--- config.mk ---
export PLATFORM = sky130hd
export DESIGN_NAME = sbx_emit_flat
export DESIGN_NICKNAME = d
export VERILOG_FILES = /design/src/sv/sbx_pkg.sv /design/src/sv/sbx_stream_if.sv /design/src/sv/sbx_emit.sv /design/src/flat_wrapper.sv
export VERILOG_INCLUDE_DIRS = /design/src /design/src/sv
export SDC_FILE = /design/constraint.sdc
export NUM_CORES = 1
export LEC_CHECK = 0
export CAP_MARGIN = 15
export CORE_AREA = 8 8 45 47
export CTS_CLUSTER_DIAMETER = 80
export DETAILED_ROUTE_END_ITERATION = 6
export DIE_AREA = 0 0 53 55
export DONT_BUFFER_PORTS = 1
export GPL_ROUTABILITY_DRIVEN = 0
export PLACE_DENSITY = 0.58
export SLEW_MARGIN = 20
export SYNTH_ARGS = -nofsm -noshare
export SYNTH_HDL_FRONTEND = slang
export SYNTH_SLANG_ARGS = --single-unit
--- constraint.sdc ---
create_clock -name clk -period 1.5 [get_ports clk]
set_input_delay 0.3 -clock clk [delete_from_list [all_inputs] [get_ports clk]]
set_output_delay 0.3 -clock clk [all_outputs]
set_load 0.01 [all_outputs]
--- src/sv/stack_bytecode_to_x86_emitter_top_defines.svh ---
// ---------------------------------------------------------------------------
// Assertion macros for the bytecode emitter
// Concurrent property wrappers, compiled out when SYNTH is defined.
// ---------------------------------------------------------------------------
`ifndef STACK_BYTECODE_TO_X86_EMITTER_TOP_DEFINES_SVH
`define STACK_BYTECODE_TO_X86_EMITTER_TOP_DEFINES_SVH
`ifndef SYNTH
// Same-cycle implication.
`define SBX_ASSERT_IMP(label, clk, rst_n, ante, cons) \
	label: assert property (@(posedge clk) disable iff (!rst_n) (ante) |-> (cons)) \
		else $error("sbx assertion failed");
// Next-cycle implication.
`define SBX_ASSERT_NEXT(label, clk, rst_n, ante, cons) \
	label: assert property (@(posedge clk) disable iff (!rst_n) (ante) |=> (cons)) \
		else $error("sbx assertion failed");
`else
`define SBX_ASSERT_IMP(label, clk, rst_n, ante, cons)
`define SBX_ASSERT_NEXT(label, clk, rst_n, ante, cons)
`endif
`endif

--- src/sv/sbx_pkg.sv ---
// ---------------------------------------------------------------------------
// sbx_pkg
// Shared types and codes of the bytecode to IA-32 emitter.
// ---------------------------------------------------------------------------
`timescale 1ns / 1ps

package sbx_pkg;

	// Bytecode opcodes that the decoder and emitter both look at.
	localparam logic [5:0] OP_LEA        = 6'd0;
	localparam logic [5:0] OP_IMM        = 6'd1;
	localparam logic [5:0] OP_JMP        = 6'd2;
	localparam logic [5:0] OP_JSR        = 6'd3;
	localparam logic [5:0] OP_BZ         = 6'd4;
	localparam logic [5:0] OP_BNZ        = 6'd5;
	localparam logic [5:0] OP_ENT        = 6'd6;
	localparam logic [5:0] OP_ADJ        = 6'd7;
	localparam logic [5:0] OP_TMPL_FIRST = 6'd8;
	localparam logic [5:0] OP_NAT_FIRST  = 6'd30;
	localparam logic [5:0] OP_LAST       = 6'd37;

	// Error codes carried on the result channel.
	localparam logic [2:0] ERR_NONE      = 3'd0;
	localparam logic [2:0] ERR_FRAME_OFS = 3'd1;
	localparam logic [2:0] ERR_FRAME_SZ  = 3'd2;
	localparam logic [2:0] ERR_NO_ADJ    = 3'd3;
	localparam logic [2:0] ERR_BAD_OP    = 3'd4;
	localparam logic [2:0] ERR_FULL      = 3'd5;

	typedef struct packed {
		logic signed [31:0] bytecode_word;
	} sbx_word_t;

	typedef struct packed {
		logic [7:0]  code_byte;
		logic [17:0] byte_offset;
		logic        first_of_instruction;
		logic        last_of_run;
		logic [2:0]  error_code;
	} sbx_result_t;

	// One decoded instruction waiting to be serialized into bytes.
	typedef struct packed {
		logic [5:0]  op;
		logic [4:0]  last_idx;
		logic [2:0]  err;
		logic [31:0] imm;
		logic [31:0] rel;
	} sbx_job_t;

endpackage

--- src/sv/sbx_stream_if.sv ---
// ---------------------------------------------------------------------------
// sbx_stream_if
// Valid/ready stream channel with a typed payload.
// ---------------------------------------------------------------------------
`timescale 1ns / 1ps

interface sbx_stream_if #(
	parameter type payload_t = logic
) ();
	logic     valid;
	logic     ready;
	payload_t data;

	modport source (output valid, output data, input ready);
	modport sink   (input valid, input data, output ready);
endinterface

--- src/sv/sbx_emit.sv ---
// ---------------------------------------------------------------------------
// sbx_emit
// Holds one decoded instruction and sends its bytes through the output register.
// ---------------------------------------------------------------------------
`timescale 1ns / 1ps
`include "stack_bytecode_to_x86_emitter_top_defines.svh"

module sbx_emit import sbx_pkg::*; #(
	parameter int OFF_W = 19
) (
	input  logic             clk,
	input  logic             arst_n,
	input  logic             job_push,
	input  sbx_job_t         job,
	input  logic [OFF_W-1:0] job_off,
	output logic             job_ready,
	sbx_stream_if.source     code
);

	localparam logic [7:0] TMPL_BYTES [22][9] = '{
		'{8'h89, 8'hec, 8'h5d, 8'hc3, 8'h00, 8'h00, 8'h00, 8'h00, 8'h00},
		'{8'h8b, 8'h00, 8'h00, 8'h00, 8'h00, 8'h00, 8'h00, 8'h00, 8'h00},
		'{8'h0f, 8'hb6, 8'h00, 8'h00, 8'h00, 8'h00, 8'h00, 8'h00, 8'h00},
		'{8'h59, 8'h89, 8'h01, 8'h00, 8'h00, 8'h00, 8'h00, 8'h00, 8'h00},
		'{8'h59, 8'h88, 8'h01, 8'h00, 8'h00, 8'h00, 8'h00, 8'h00, 8'h00},
		'{8'h50, 8'h00, 8'h00, 8'h00, 8'h00, 8'h00, 8'h00, 8'h00, 8'h00},
		'{8'h59, 8'h09, 8'hc8, 8'h00, 8'h00, 8'h00, 8'h00, 8'h00, 8'h00},
		'{8'h59, 8'h31, 8'hc8, 8'h00, 8'h00, 8'h00, 8'h00, 8'h00, 8'h00},
		'{8'h59, 8'h21, 8'hc8, 8'h00, 8'h00, 8'h00, 8'h00, 8'h00, 8'h00},
		'{8'h59, 8'h39, 8'hc1, 8'h0f, 8'h94, 8'hc0, 8'h66, 8'h98, 8'h98},
		'{8'h59, 8'h39, 8'hc1, 8'h0f, 8'h95, 8'hc0, 8'h66, 8'h98, 8'h98},
		'{8'h59, 8'h39, 8'hc1, 8'h0f, 8'h9c, 8'hc0, 8'h66, 8'h98, 8'h98},
		'{8'h59, 8'h39, 8'hc1, 8'h0f, 8'h9f, 8'hc0, 8'h66, 8'h98, 8'h98},
		'{8'h59, 8'h39, 8'hc1, 8'h0f, 8'h9e, 8'hc0, 8'h66, 8'h98, 8'h98},
		'{8'h59, 8'h39, 8'hc1, 8'h0f, 8'h9d, 8'hc0, 8'h66, 8'h98, 8'h98},
		'{8'h59, 8'h91, 8'hd3, 8'he0, 8'h00, 8'h00, 8'h00, 8'h00, 8'h00},
		'{8'h59, 8'h91, 8'hd3, 8'he8, 8'h00, 8'h00, 8'h00, 8'h00, 8'h00},
		'{8'h59, 8'h01, 8'hc8, 8'h00, 8'h00, 8'h00, 8'h00, 8'h00, 8'h00},
		'{8'h59, 8'h91, 8'h29, 8'hc8, 8'h00, 8'h00, 8'h00, 8'h00, 8'h00},
		'{8'h59, 8'h0f, 8'haf, 8'hc1, 8'h00, 8'h00, 8'h00, 8'h00, 8'h00},
		'{8'h59, 8'h91, 8'hf7, 8'hf9, 8'h00, 8'h00, 8'h00, 8'h00, 8'h00},
		'{8'h59, 8'h91, 8'h31, 8'hd2, 8'hf7, 8'hf9, 8'h92, 8'h00, 8'h00}
	};

	localparam logic [7:0] THUNK_MID [20] = '{
		8'h89, 8'he6, 8'h29, 8'hce, 8'hc1, 8'he9, 8'h02, 8'h83, 8'he6, 8'hf0,
		8'h5a, 8'h89, 8'h54, 8'h8e, 8'hfc, 8'he2, 8'hf9, 8'h87, 8'hf4, 8'he8
	};

	// Byte k of the instruction described by j.
	function automatic logic [7:0] job_byte(sbx_job_t j, logic [4:0] k);
		logic [7:0] b;
		logic [7:0] imm_b;
		logic [7:0] rel_b;
		imm_b = 8'(j.imm >> {2'(k - 5'd1), 3'b000});
		rel_b = 8'(j.rel >> {2'(k - 5'd25), 3'b000});
		b     = 8'h00;
		case (j.op)
			OP_LEA: b = (k == 5'd0) ? 8'h8d : (k == 5'd1) ? 8'h45 : j.imm[7:0];
			OP_IMM: b = (k == 5'd0) ? 8'hb8 : imm_b;
			OP_JMP: b = (k == 5'd0) ? 8'he9 : 8'h00;
			OP_JSR: b = (k == 5'd0) ? 8'he8 : 8'h00;
			OP_BZ, OP_BNZ: begin
				if (k == 5'd0) begin
					b = 8'h85;
				end else if (k == 5'd1) begin
					b = 8'hc0;
				end else if (k == 5'd2) begin
					b = 8'h0f;
				end else if (k == 5'd3) begin
					b = (j.op == OP_BZ) ? 8'h84 : 8'h85;
				end
			end
			OP_ENT: begin
				if (k == 5'd0) begin
					b = 8'h55;
				end else if (k == 5'd1) begin
					b = 8'h89;
				end else if (k == 5'd2) begin
					b = 8'he5;
				end else if (k == 5'd3) begin
					b = 8'h83;
				end else if (k == 5'd4) begin
					b = 8'hec;
				end else begin
					b = j.imm[7:0];
				end
			end
			OP_ADJ: b = (k == 5'd0) ? 8'h83 : (k == 5'd1) ? 8'hc4 : j.imm[7:0];
			default: begin
				if (j.op >= OP_NAT_FIRST) begin
					if (k == 5'd0) begin
						b = 8'hb9;
					end else if (k inside {[5'd1:5'd4]}) begin
						b = imm_b;
					end else if (k inside {[5'd5:5'd24]}) begin
						b = THUNK_MID[5'(k - 5'd5)];
					end else if (k inside {[5'd25:5'd28]}) begin
						b = rel_b;
					end else if (k == 5'd29) begin
						b = 8'h87;
					end else begin
						b = 8'hf4;
					end
				end else begin
					b = TMPL_BYTES[5'(j.op - OP_TMPL_FIRST)][4'(k)];
				end
			end
		endcase
		if (j.err != ERR_NONE) begin
			b = 8'h00;
		end
		return b;
	endfunction

	logic              valid_s2;
	sbx_job_t          job_s2;
	logic [OFF_W-1:0]  off_s2;
	logic [4:0]        idx_q;
	logic              ovalid_q;
	sbx_result_t       res_q;

	logic              out_load;
	logic              last_byte;
	logic [OFF_W-1:0]  off_sum;
	logic [OFF_W+17:0] off_ext;

	assign out_load  = valid_s2 && (!ovalid_q || code.ready);
	assign last_byte = idx_q == job_s2.last_idx;
	assign job_ready = !valid_s2 || (out_load && last_byte);
	assign off_sum   = off_s2 + OFF_W'(idx_q);
	assign off_ext   = {18'd0, off_sum};

	always_ff @(posedge clk or negedge arst_n) begin
		if (!arst_n) begin
			valid_s2 <= 1'b0;
			idx_q    <= 5'd0;
			ovalid_q <= 1'b0;
		end else begin
			if (job_push) begin
				valid_s2 <= 1'b1;
				idx_q    <= 5'd0;
			end else if (out_load) begin
				if (last_byte) begin
					valid_s2 <= 1'b0;
					idx_q    <= 5'd0;
				end else begin
					idx_q <= idx_q + 5'd1;
				end
			end
			if (out_load) begin
				ovalid_q <= 1'b1;
			end else if (code.ready) begin
				ovalid_q <= 1'b0;
			end
		end
	end

	always_ff @(posedge clk) begin
		if (job_push) begin
			job_s2 <= job;
			off_s2 <= job_off;
		end
		if (out_load) begin
			res_q.code_byte            <= job_byte(job_s2, idx_q);
			res_q.byte_offset          <= off_ext[17:0];
			res_q.first_of_instruction <= (idx_q == 5'd0) && (job_s2.err == ERR_NONE);
			res_q.last_of_run          <= last_byte;
			res_q.error_code           <= job_s2.err;
		end
	end

	assign code.valid = ovalid_q;
	assign code.data  = res_q;

	`SBX_ASSERT_IMP(a_idx_bound, clk, arst_n, valid_s2, idx_q <= job_s2.last_idx)
	`SBX_ASSERT_IMP(a_err_single, clk, arst_n, valid_s2 && job_s2.err != ERR_NONE, job_s2.last_idx == 5'd0)
	`SBX_ASSERT_NEXT(a_job_retire, clk, arst_n, out_load && last_byte && !job_push, !valid_s2)

endmodule

--- src/flat_wrapper.sv ---
// flat-port wrapper written by rule: the top's interface ports become plain ports
module sbx_emit_flat import sbx_pkg::*;
#(
	parameter int OFF_W = 19
)
  (clk, arst_n, job_push, job, job_off, job_ready, code_valid, code_data, code_ready);
  sbx_stream_if code_i ();
  input  logic clk;
  input  logic arst_n;
  input  logic job_push;
  input  sbx_job_t job;
  input  logic [OFF_W-1:0] job_off;
  output logic job_ready;
  output wire logic [$bits(code_i.valid)-1:0] code_valid;
  output wire logic [$bits(code_i.data)-1:0] code_data;
  input wire logic [$bits(code_i.ready)-1:0] code_ready;
  assign code_valid = code_i.valid;
  assign code_data = code_i.data;
  assign code_i.ready = code_ready;
  sbx_emit #(.OFF_W(OFF_W)) u_core (.clk(clk), .arst_n(arst_n), .job_push(job_push), .job(job), .job_off(job_off), .job_ready(job_ready), .code(code_i));
endmodule
Yosys cells after proc, flatten, opt, wreduce, memory -nomap -nowiden. Index checks and enable logic that the tools add are counted.

Bitwise logic cells: 0. Div/mod/pow operators: 0. Magnitude comparators: 0. Muxes and demuxes: 8. Shifts and indexed selects: 0. $add $sub $neg: 1. Eq/ne operators: 1. Reduce and logical (&&, ||, !) cells: 10. Multiply operators: 0.

Operator list (count): $mux 5 (3); $reduce_bool 2->1 (3); $add 5x1->5 const B (1); $eq 5x5->1 (1); $mux 1 (5); $logic_and 1x1->1 (2); $logic_not 1->1 (2); $logic_or 1x1->1 (2); $reduce_and 2->1 (1).

Bits in writable memories: 0. Output and inout bits: 3. Logic and storage cells: 26. Bits in registers: 14. Input port bits: 101. Bits in read-only memories: 0. Bits in latches: 0. Memories: 0.

Logic depth before layout (Yosys ltp). Gate-level depths: netlist (run 1).

Depth in word-level cells: 5. Depth in mapped cells: 5. Mapped depth without buffers: 5.

Least setup slack after synthesis (run 1). OpenSTA, ideal clock, no wires.

Path kind: register to output. Start point: register u_core.idx_q[2]. End point: output job_ready. Arrival time: 1.116 ns. Setup slack: 0.084 ns. Data required time: 1.200 ns. Path buffers: 0. Cell stages (with the launch flop): 5. Path through: dfrtp_1 > xnor2_1 > nand3_2 > nor3_2 > nand2b_1.

Word-level cells in the longest chain between the ends: 3.

RTL lines: start: declaration (line sbx_emit.sv:119) `logic [4:0] idx_q;`; start signal: assignment (line sbx_emit.sv:148) `idx_q <= idx_q + 5'd1;`; $eq 5x5->1 (line sbx_emit.sv:129) `assign last_byte = idx_q == job_s2.last_idx;`; $logic_and 1x1->1 (line sbx_emit.sv:130) `assign job_ready = !valid_s2 || (out_load && last_byte);`; $logic_or 1x1->1 (line sbx_emit.sv:130); end: declaration (line flat_wrapper.sv:13) `output logic job_ready;`.

No other way between the ends.

Final worst setup path (run 1).
Start point: register u_core.idx_q[0]. End point: output job_ready.

Same word-level chain as after synthesis.

==> reports/qor_table.md, run 1 <==
| Stage | Quantity | This run |
|:---|:---|:---|
| global route | Pin count of the biggest net entering global routing | 14 |
| power and ir drop | Clock share of power | 33.5% |
| power and ir drop | Combinational Power Share | 10.3% |
| setup path | Worst reg2reg path endpoint | u_core.idx_q[4] |
| timing | Max transition margin | 78.2% |
| power and ir drop | Maximum ir drop on the vdd rail | 0.605 mV |
| timing | Final count of hold timing violations | 0 |
| clock tree | Buffer levels on the longest clock path | 2 |
| setup path | Type of the worst setup path | register to output port |
| logic synthesis | Cell count after synthesis | 49 |
| global route | Overall overflow remaining after global route | 0 |
| global route | Busiest grt layer | met2 |
| layout | Relative area change from synthesis to final layout | 26.1% |
| setup path | Critical Path End Type | output port |
| power and ir drop | Internal portion of total power | 618 uW |
| logic synthesis | Top cell type's share of synthesized area | 33.5% |
| logic synthesis | Number of warnings issued by yosys | 0 |
| timing | Max Clk Rate | 578 MHz |
| logic synthesis | Area contributors post-synth | sky130_fd_sc_hd__edfxtp_1, sky130_fd_sc_hd__dfrtp_1, sky130_fd_sc_hd__xnor2_1, sky130_fd_sc_hd__nor4_1, sky130_fd_sc_hd__a21oi_1 |
| die | I/O pin total | 104 |
| timing | Skew final | 0.00351 ns |
| layout | Antenna diode count | 0 |
| global route | Met1 demand-to-capacity share in global routing | 9.00% |
| route | Total Routed Length | 1.27 mm |
| timing | Tightest Pin Transition | 0.326 ns |
| global route | Initial antenna violation count | 0 |
| die | FP Rows | 14 |
| global route | Number of global-route vias before repair | 413 |
| setup path | Worst reg-to-reg path cell count | 5 |
| logic synthesis | Mean post-synth cell area | 12.8 um2 |
| timing | Post-route clock period utilization | 115% |
| setup path | Max FO, Critical Path | 3 |
| clock tree | CTS sink cnt | 14 |
| power and ir drop | Leakage Power | 0.324 nW |
| placement | Number of buffers inserted by port buffering | 0 |
| setup path | Register-to-register path setup slack | 0.06 ns |
| timing | Number of pins with negative max-slew slack in the final report | 0 |
| clock tree | Num CTS Buffers | 3 |
| route | Initial DRT Pass Iterations | 4 |
| timing | Final total negative setup slack | -0.229 ns |
| route | DRC errors left | 0 |
| power and ir drop | Switching portion of total power | 21.7% |
| timing | Fin Hold WS | 0.0777 ns |
| clock tree | Clock root cell | sky130_fd_sc_hd__clkbuf_4 |
| die | Die span in x | 53 um |
| die | Vertical extent of the die | 55 um |
| power and ir drop | Register share of total power | 56.2% |
| placement | Worst slack after detailed placement | 0.0616 ns |
| timing | Slack of the critical path | -0.229 ns |
| min path | Worst Hold Path Cells | 1 |
| global route | GRT Resource Usage Total | 9.14% |
| clock tree | CTS HTree Levels | 1 |
| layout | Layout Nets | 163 |
| logic synthesis | Number of flops mapped to enable cells by yosys | 7 |
| logic synthesis | Post-Synthesis Cell Area | 628 um2 |
| min path | Type of the worst min-delay path | primary input to register |
| clock tree | Clk slew on worst S/H paths | 0.08 ns |
| outcome | Failing checks | setup timing |
| clock tree | Worst-skew pair later-pin latency | 0.28 ns |
| logic synthesis | Dominant cell type by area after synthesis | sky130_fd_sc_hd__edfxtp_1 |
| timing | Number of setup violations in the final report | 1 |
| timing | Post-route minimum period | 1.73 ns |
| logic synthesis | Number of different library cells in the post-synthesis netlist | 23 |
| setup path | Launch instance of the worst register-to-register path | u_core.idx_q[0] |
| route | Overall via count from detail_route | 416 |
| setup path | Start point of the critical path | u_core.idx_q[0] |
| route | Detail Route Antenna Nets | 0 |
| setup path | Worst path arrival time | 1.43 ns |
| power and ir drop | Switching Power | 171 uW |
| logic synthesis | Share of synthesized area occupied by flip-flops and latches | 61.4% |
| logic synthesis | Synthesis-stage register bit count | 14 |
| global route | Global-route wire length before repair | 1.87 mm |
| route | Iteration-0 DRC count of the detailed router | 6 |
| logic synthesis | Syn Nets | 151 |
| outcome | Run status | complete, but fails checks |
| global route | Met2 track utilization from global routing | 14.5% |
| logic synthesis | Proportion of synthesized flip-flops having asynchronous set or reset | 50.0% |
| flow run | Number of maximum-capacitance constraint violations | 0 |
| setup path | Req. time, crit path | 1.20 ns |
| timing | Unrepaired setup endpoints after global routing | yes |
| setup path | CP Launch Type | register |
| min path | Worst Hold Endpoint | u_core.idx_q[1] |
| layout | Share of layout cells above drive strength 1 | 38.3% |
| global route | Routing usage on met3 | 5.08% |
| placement | Hpwl dp | 847 um |
| clock tree | Clock tree from TritonCTS | yes |
| power and ir drop | Pwr dens | 996 nW/um2 |
| die | Die area | 2920 um2 |
| logic synthesis | Leading register cell type out of synthesis | sky130_fd_sc_hd__edfxtp_1 |
| route | Routed via count divided by cell count | 5.47 |
| min path | Startpoint of the tightest hold check path | job_push |
| die | Initial core utilization | 45.4% |
| layout | Post-Route Utilization | 57.2% |
| die | Floorplan core area | 1380 um2 |
| route | Routed len/inst | 16.7 um |
| logic synthesis | Top cells by instance count after synthesis | sky130_fd_sc_hd__dfrtp_1, sky130_fd_sc_hd__edfxtp_1, sky130_fd_sc_hd__xnor2_1, sky130_fd_sc_hd__nand2_1 |
## cells in the final DEF, fill, tap and decap left out, drive strengths merged
master,count
nand3,1
buf,6
inv,2
o21ai,1
edfxtp,7
dfrtp,7
xnor2,5
o21bai,1
clkbuf,4
or3,1
nor4,3
a21oi,3
nand2,5
and3,4
nor2,2
mux2i,1
o211ai,1
ha,1
nand3b,1
nand2b,2
nor3,1
dlygate4sd3,1
## timing repair
item                       CTS  global route
cloned                       0             0
setup endpoints to repair    1             2
hold endpoints to repair     7             0
pin swaps                    1             4
setup buffers                3             2
resized for setup            2             7
hold buffers                 1             0
## state kept, by name, indices dropped and copies added (netlist names)
| name | flops |
|---|---|
| u_core.code.data | 1 |
| u_core.code.valid | 1 |
| u_core.job_s2 | 6 |
| u_core.idx_q | 5 |
| u_core.valid_s2 | 1 |
## power by group through the flow
stage	registers (mW)	logic, mW	clock network, mW
2_1_floorplan	0.448	0.0456	0
3_3_place_gp	0.450	0.0515	0
3_5_place_dp	0.451	0.0538	0
4_1_cts	0.441	0.0679	0.276
5_1_grt	0.446	0.0885	0.292
6_report	0.443	0.0813	0.265
## cell type report
type	instances	area (um2)
sequential	14	385
timing repair buffer	7	58.8
multi-input combinational	33	284
clock buffer	4	36.3
inverter	2	7.51
tap	16	20.0
fill	108	592
## critical path: stages, from the launching register on
cell	delay, ns
sky130_fd_sc_hd__dfrtp_1	0.42
sky130_fd_sc_hd__xnor2_1	0.19
sky130_fd_sc_hd__nand3_2	0.13
sky130_fd_sc_hd__nor3_2	0.24
sky130_fd_sc_hd__nand2b_4	0.18
## per-layer routing
layer | vias to the layer above | wire, um
li1 | 199 | -
met1 | 203 | 516
met2 | 14 | 645
met3 | 0 | 105
met4 | 0 | 0
met5 | - | 0
## logic make-up (layout without fill, tap and decap cells)
kind of cell	after synthesis	count (layout)	share of synthesized area, %
and+or+nand+nor	20	20	21.3
buffers and inverters	2	13	1.19
muxes	1	1	1.59
DFF	14	14	61.4
adders and majority gates	1	1	1.99
AOI/OAI and AO/OA	6	6	5.58
xor gates and xnor gates	5	5	6.97
## metrics by stage
step	instances	power, mW	cell area (um2)
6_report	76	0.789	792
4_1_cts	74	0.784	738
3_3_place_gp	66	0.501	656
2_1_floorplan	49	0.493	628
5_1_grt	76	0.826	792
3_5_place_dp	66	0.504	656
## worst max path at each step
stage,cells past startpoint,endpoint,slack (ns)
floorplan,4,job_ready,0.08
global placement,4,job_ready,0.09
detailed placement,4,job_ready,0.06
CTS,4,job_ready,-0.21
global route,4,job_ready,-0.31
finish,4,job_ready,-0.23
No activity file was read; power rests on OpenSTA's default activity.
==> inputs of run 2 (changes only) <==
==> constraint.sdc (replaced) <==
create_clock -name clk -period 2.1 [get_ports clk]
set_input_delay 0.42 -clock clk [delete_from_list [all_inputs] [get_ports clk]]
set_output_delay 0.42 -clock clk [all_outputs]
set_load 0.05 [all_outputs]
==> run 2 against run 1 <==
Compared with the run above:
- the run now ends clean
- die area unchanged
- clock skew up 0.0028 ns
- total power down 33%
- sequential share of layout area up 4.9 points
- combinational power down 39%
- design area down 9.2%
==> reports/qor_table.md, run 2 (synthesized netlist as in run 1, its figures left out) <==
| Stage | Quantity | This run |
|:---|:---|:---|
| timing | Fin Hold WS | 0.197 ns |
| clock tree | Number of gates resized after CTS | 0 |
| route | Total Routed Length | 1.07 mm |
| power and ir drop | Register share of total power | 60.7% |
| die | Floorplan core area | 1380 um2 |
| timing | Post-route minimum period | 2.00 ns |
| min path | Worst Hold Path Cells | 1 |
| clock tree | Total setup buffers inserted after CTS | 0 |
| setup path | Launch instance of the worst register-to-register path | u_core.idx_q[0] |
| route | Initial DRT Pass Iterations | 4 |
| layout | Antenna diode count | 0 |
| clock tree | Clock root cell | sky130_fd_sc_hd__clkbuf_4 |
| die | FP Rows | 14 |
| clock tree | Worst-skew pair later-pin latency | 0.28 ns |
| global route | Number of global-route vias before repair | 372 |
| setup path | Worst reg-to-reg path cell count | 4 |
| timing | Skew final | 0.00632 ns |
| die | Die area | 2920 um2 |
| setup path | Req. time, crit path | 1.68 ns |
| timing | Slack of the critical path | 0.102 ns |
| min path | Worst Hold Endpoint | u_core.idx_q[1] |
| layout | Register with the highest flop count | u_core.job_s2 |
| clock tree | Hold buffer count at CTS | 1 |
| timing | Final total negative setup slack | 0 ns |
| clock tree | Num CTS Buffers | 3 |
| power and ir drop | Clock share of power | 29.9% |
| layout | Post-Route Utilization | 52.0% |
| timing | Max transition margin | 69.7% |
| setup path | Critical Path End Type | output port |
| timing | Tightest Pin Transition | 0.456 ns |
| global route | Overall overflow remaining after global route | 0 |
| global route | Global-route wire length before repair | 1.82 mm |
| timing | Max Clk Rate | 501 MHz |
| min path | Startpoint of the tightest hold check path | job_push |
| clock tree | Clk slew on worst S/H paths | 0.08 ns |
| power and ir drop | Combinational Power Share | 9.4% |
| power and ir drop | Internal portion of total power | 402 uW |
| setup path | Worst reg2reg path endpoint | u_core.idx_q[4] |
| placement | Hpwl dp | 834 um |
| die | Vertical extent of the die | 55 um |
| clock tree | CTS HTree Levels | 1 |
| layout | Most frequent cells in the layout | sky130_fd_sc_hd__edfxtp_1, sky130_fd_sc_hd__dfrtp_1, sky130_fd_sc_hd__xnor2_1 |
| power and ir drop | Leakage Power | 0.298 nW |
| clock tree | CTS sink cnt | 14 |
| power and ir drop | Maximum ir drop on the vdd rail | 0.465 mV |
| power and ir drop | Switching portion of total power | 23.6% |
| outcome | Run status | completed |
| layout | Flip-flop count of the largest register after layout | 6 |
| die | Die span in x | 53 um |
| timing | Final count of hold timing violations | 0 |
| setup path | CP Launch Type | register |
| placement | Number of buffers inserted by port buffering | 0 |
| min path | Type of the worst min-delay path | primary input to register |
| route | Overall via count from detail_route | 394 |
| placement | Worst slack after detailed placement | 0.416 ns |
| setup path | Worst path arrival time | 1.58 ns |
| timing | Number of setup violations in the final report | 0 |
| layout | Leading registers by flop count | u_core.job_s2: 6 flops, u_core.idx_q: 5 flops |
| layout | Share of layout cells above drive strength 1 | 22.8% |
| route | Routed via count divided by cell count | 5.40 |
| die | Initial core utilization | 45.4% |
| global route | Pin count of the biggest net entering global routing | 14 |
| die | I/O pin total | 104 |
| power and ir drop | Pwr dens | 731 nW/um2 |
| clock tree | Buffer levels on the longest clock path | 2 |
| route | Routed len/inst | 14.6 um |
| route | Detail Route Antenna Nets | 0 |
| global route | GRT Resource Usage Total | 8.82% |
| setup path | Register-to-register path setup slack | 0.71 ns |
| layout | Relative area change from synthesis to final layout | 14.5% |
| route | DRC errors left | 0 |
| clock tree | Clock tree from TritonCTS | yes |
| timing | Unrepaired setup endpoints after global routing | no |
| power and ir drop | Switching Power | 124 uW |
| layout | Layout Nets | 160 |
| setup path | Type of the worst setup path | register to output port |
| timing | Post-route clock period utilization | 95.1% |
| route | Iteration-0 DRC count of the detailed router | 2 |
| flow run | Number of maximum-capacitance constraint violations | 0 |
| timing | Number of pins with negative max-slew slack in the final report | 0 |
| setup path | Max FO, Critical Path | 6 |
| global route | Initial antenna violation count | 0 |
| power and ir drop | Total Power Consumption | 526 uW |
-- run 2: cell count changes in the layout (fill, tap and decap cells not counted), sizes merged --
cell,change
buf,-3
-- run 2: power groups by stage --
stage               Combinational [mW]  Sequential (mW)  Clock (mW)
finish                          0.0493            0.320       0.157
floorplan                       0.0350            0.325           0
global placement                0.0439            0.325           0
detailed placement              0.0454            0.326           0
CTS                             0.0500            0.320       0.161
global route                    0.0539            0.322       0.177
-- run 2: stage by stage --
stage          cells  instance area [um2]
2_1_floorplan     49                  628
3_3_place_gp      68                  683
3_5_place_dp      68                  683
4_1_cts           73                  719
5_1_grt           73                  719
6_report          73                  719
-- run 2: routing by layer --
metal	track usage (%)	part of all wire, %	vias to the layer above
li1	-	-	193
met1	9.98	42	182
met2	13.1	47	15
met3	3.74	8.8	4
met4	6.47	2.3	0
met5	0	0	-
-- run 2: final cells by class --
class	instances	area [um2]
fillers	127	664
flip-flops and latches	14	385
multi-input cells	33	235
repair buffers	4	45.0
clock buffers	4	26.3
well taps	16	20.0
inverters	2	7.51
-- run 2: how the worst max path moves through the flow --
stage	endpoint	start	cells past startpoint	slack [ns]
5_1_grt	job_ready	u_core.idx_q[3]	5	0.04
3_3_place_gp	job_ready	u_core.idx_q[2]	5	0.43
6_report	job_ready	u_core.idx_q[2]	5	0.10
4_1_cts	job_ready	u_core.idx_q[2]	5	0.09
3_5_place_dp	job_ready	u_core.idx_q[2]	5	0.42
2_1_floorplan	job_ready	u_core.code.valid	4	0.15
-- run 2: critical path: stages, from the launching register on --
cell and delay (ns):
sky130_fd_sc_hd__dfrtp_1 0.45, sky130_fd_sc_hd__xnor2_1 0.19, sky130_fd_sc_hd__nand3_2 0.13, sky130_fd_sc_hd__nor3_2 0.19
sky130_fd_sc_hd__nand2b_1 0.19, sky130_fd_sc_hd__buf_12 0.15
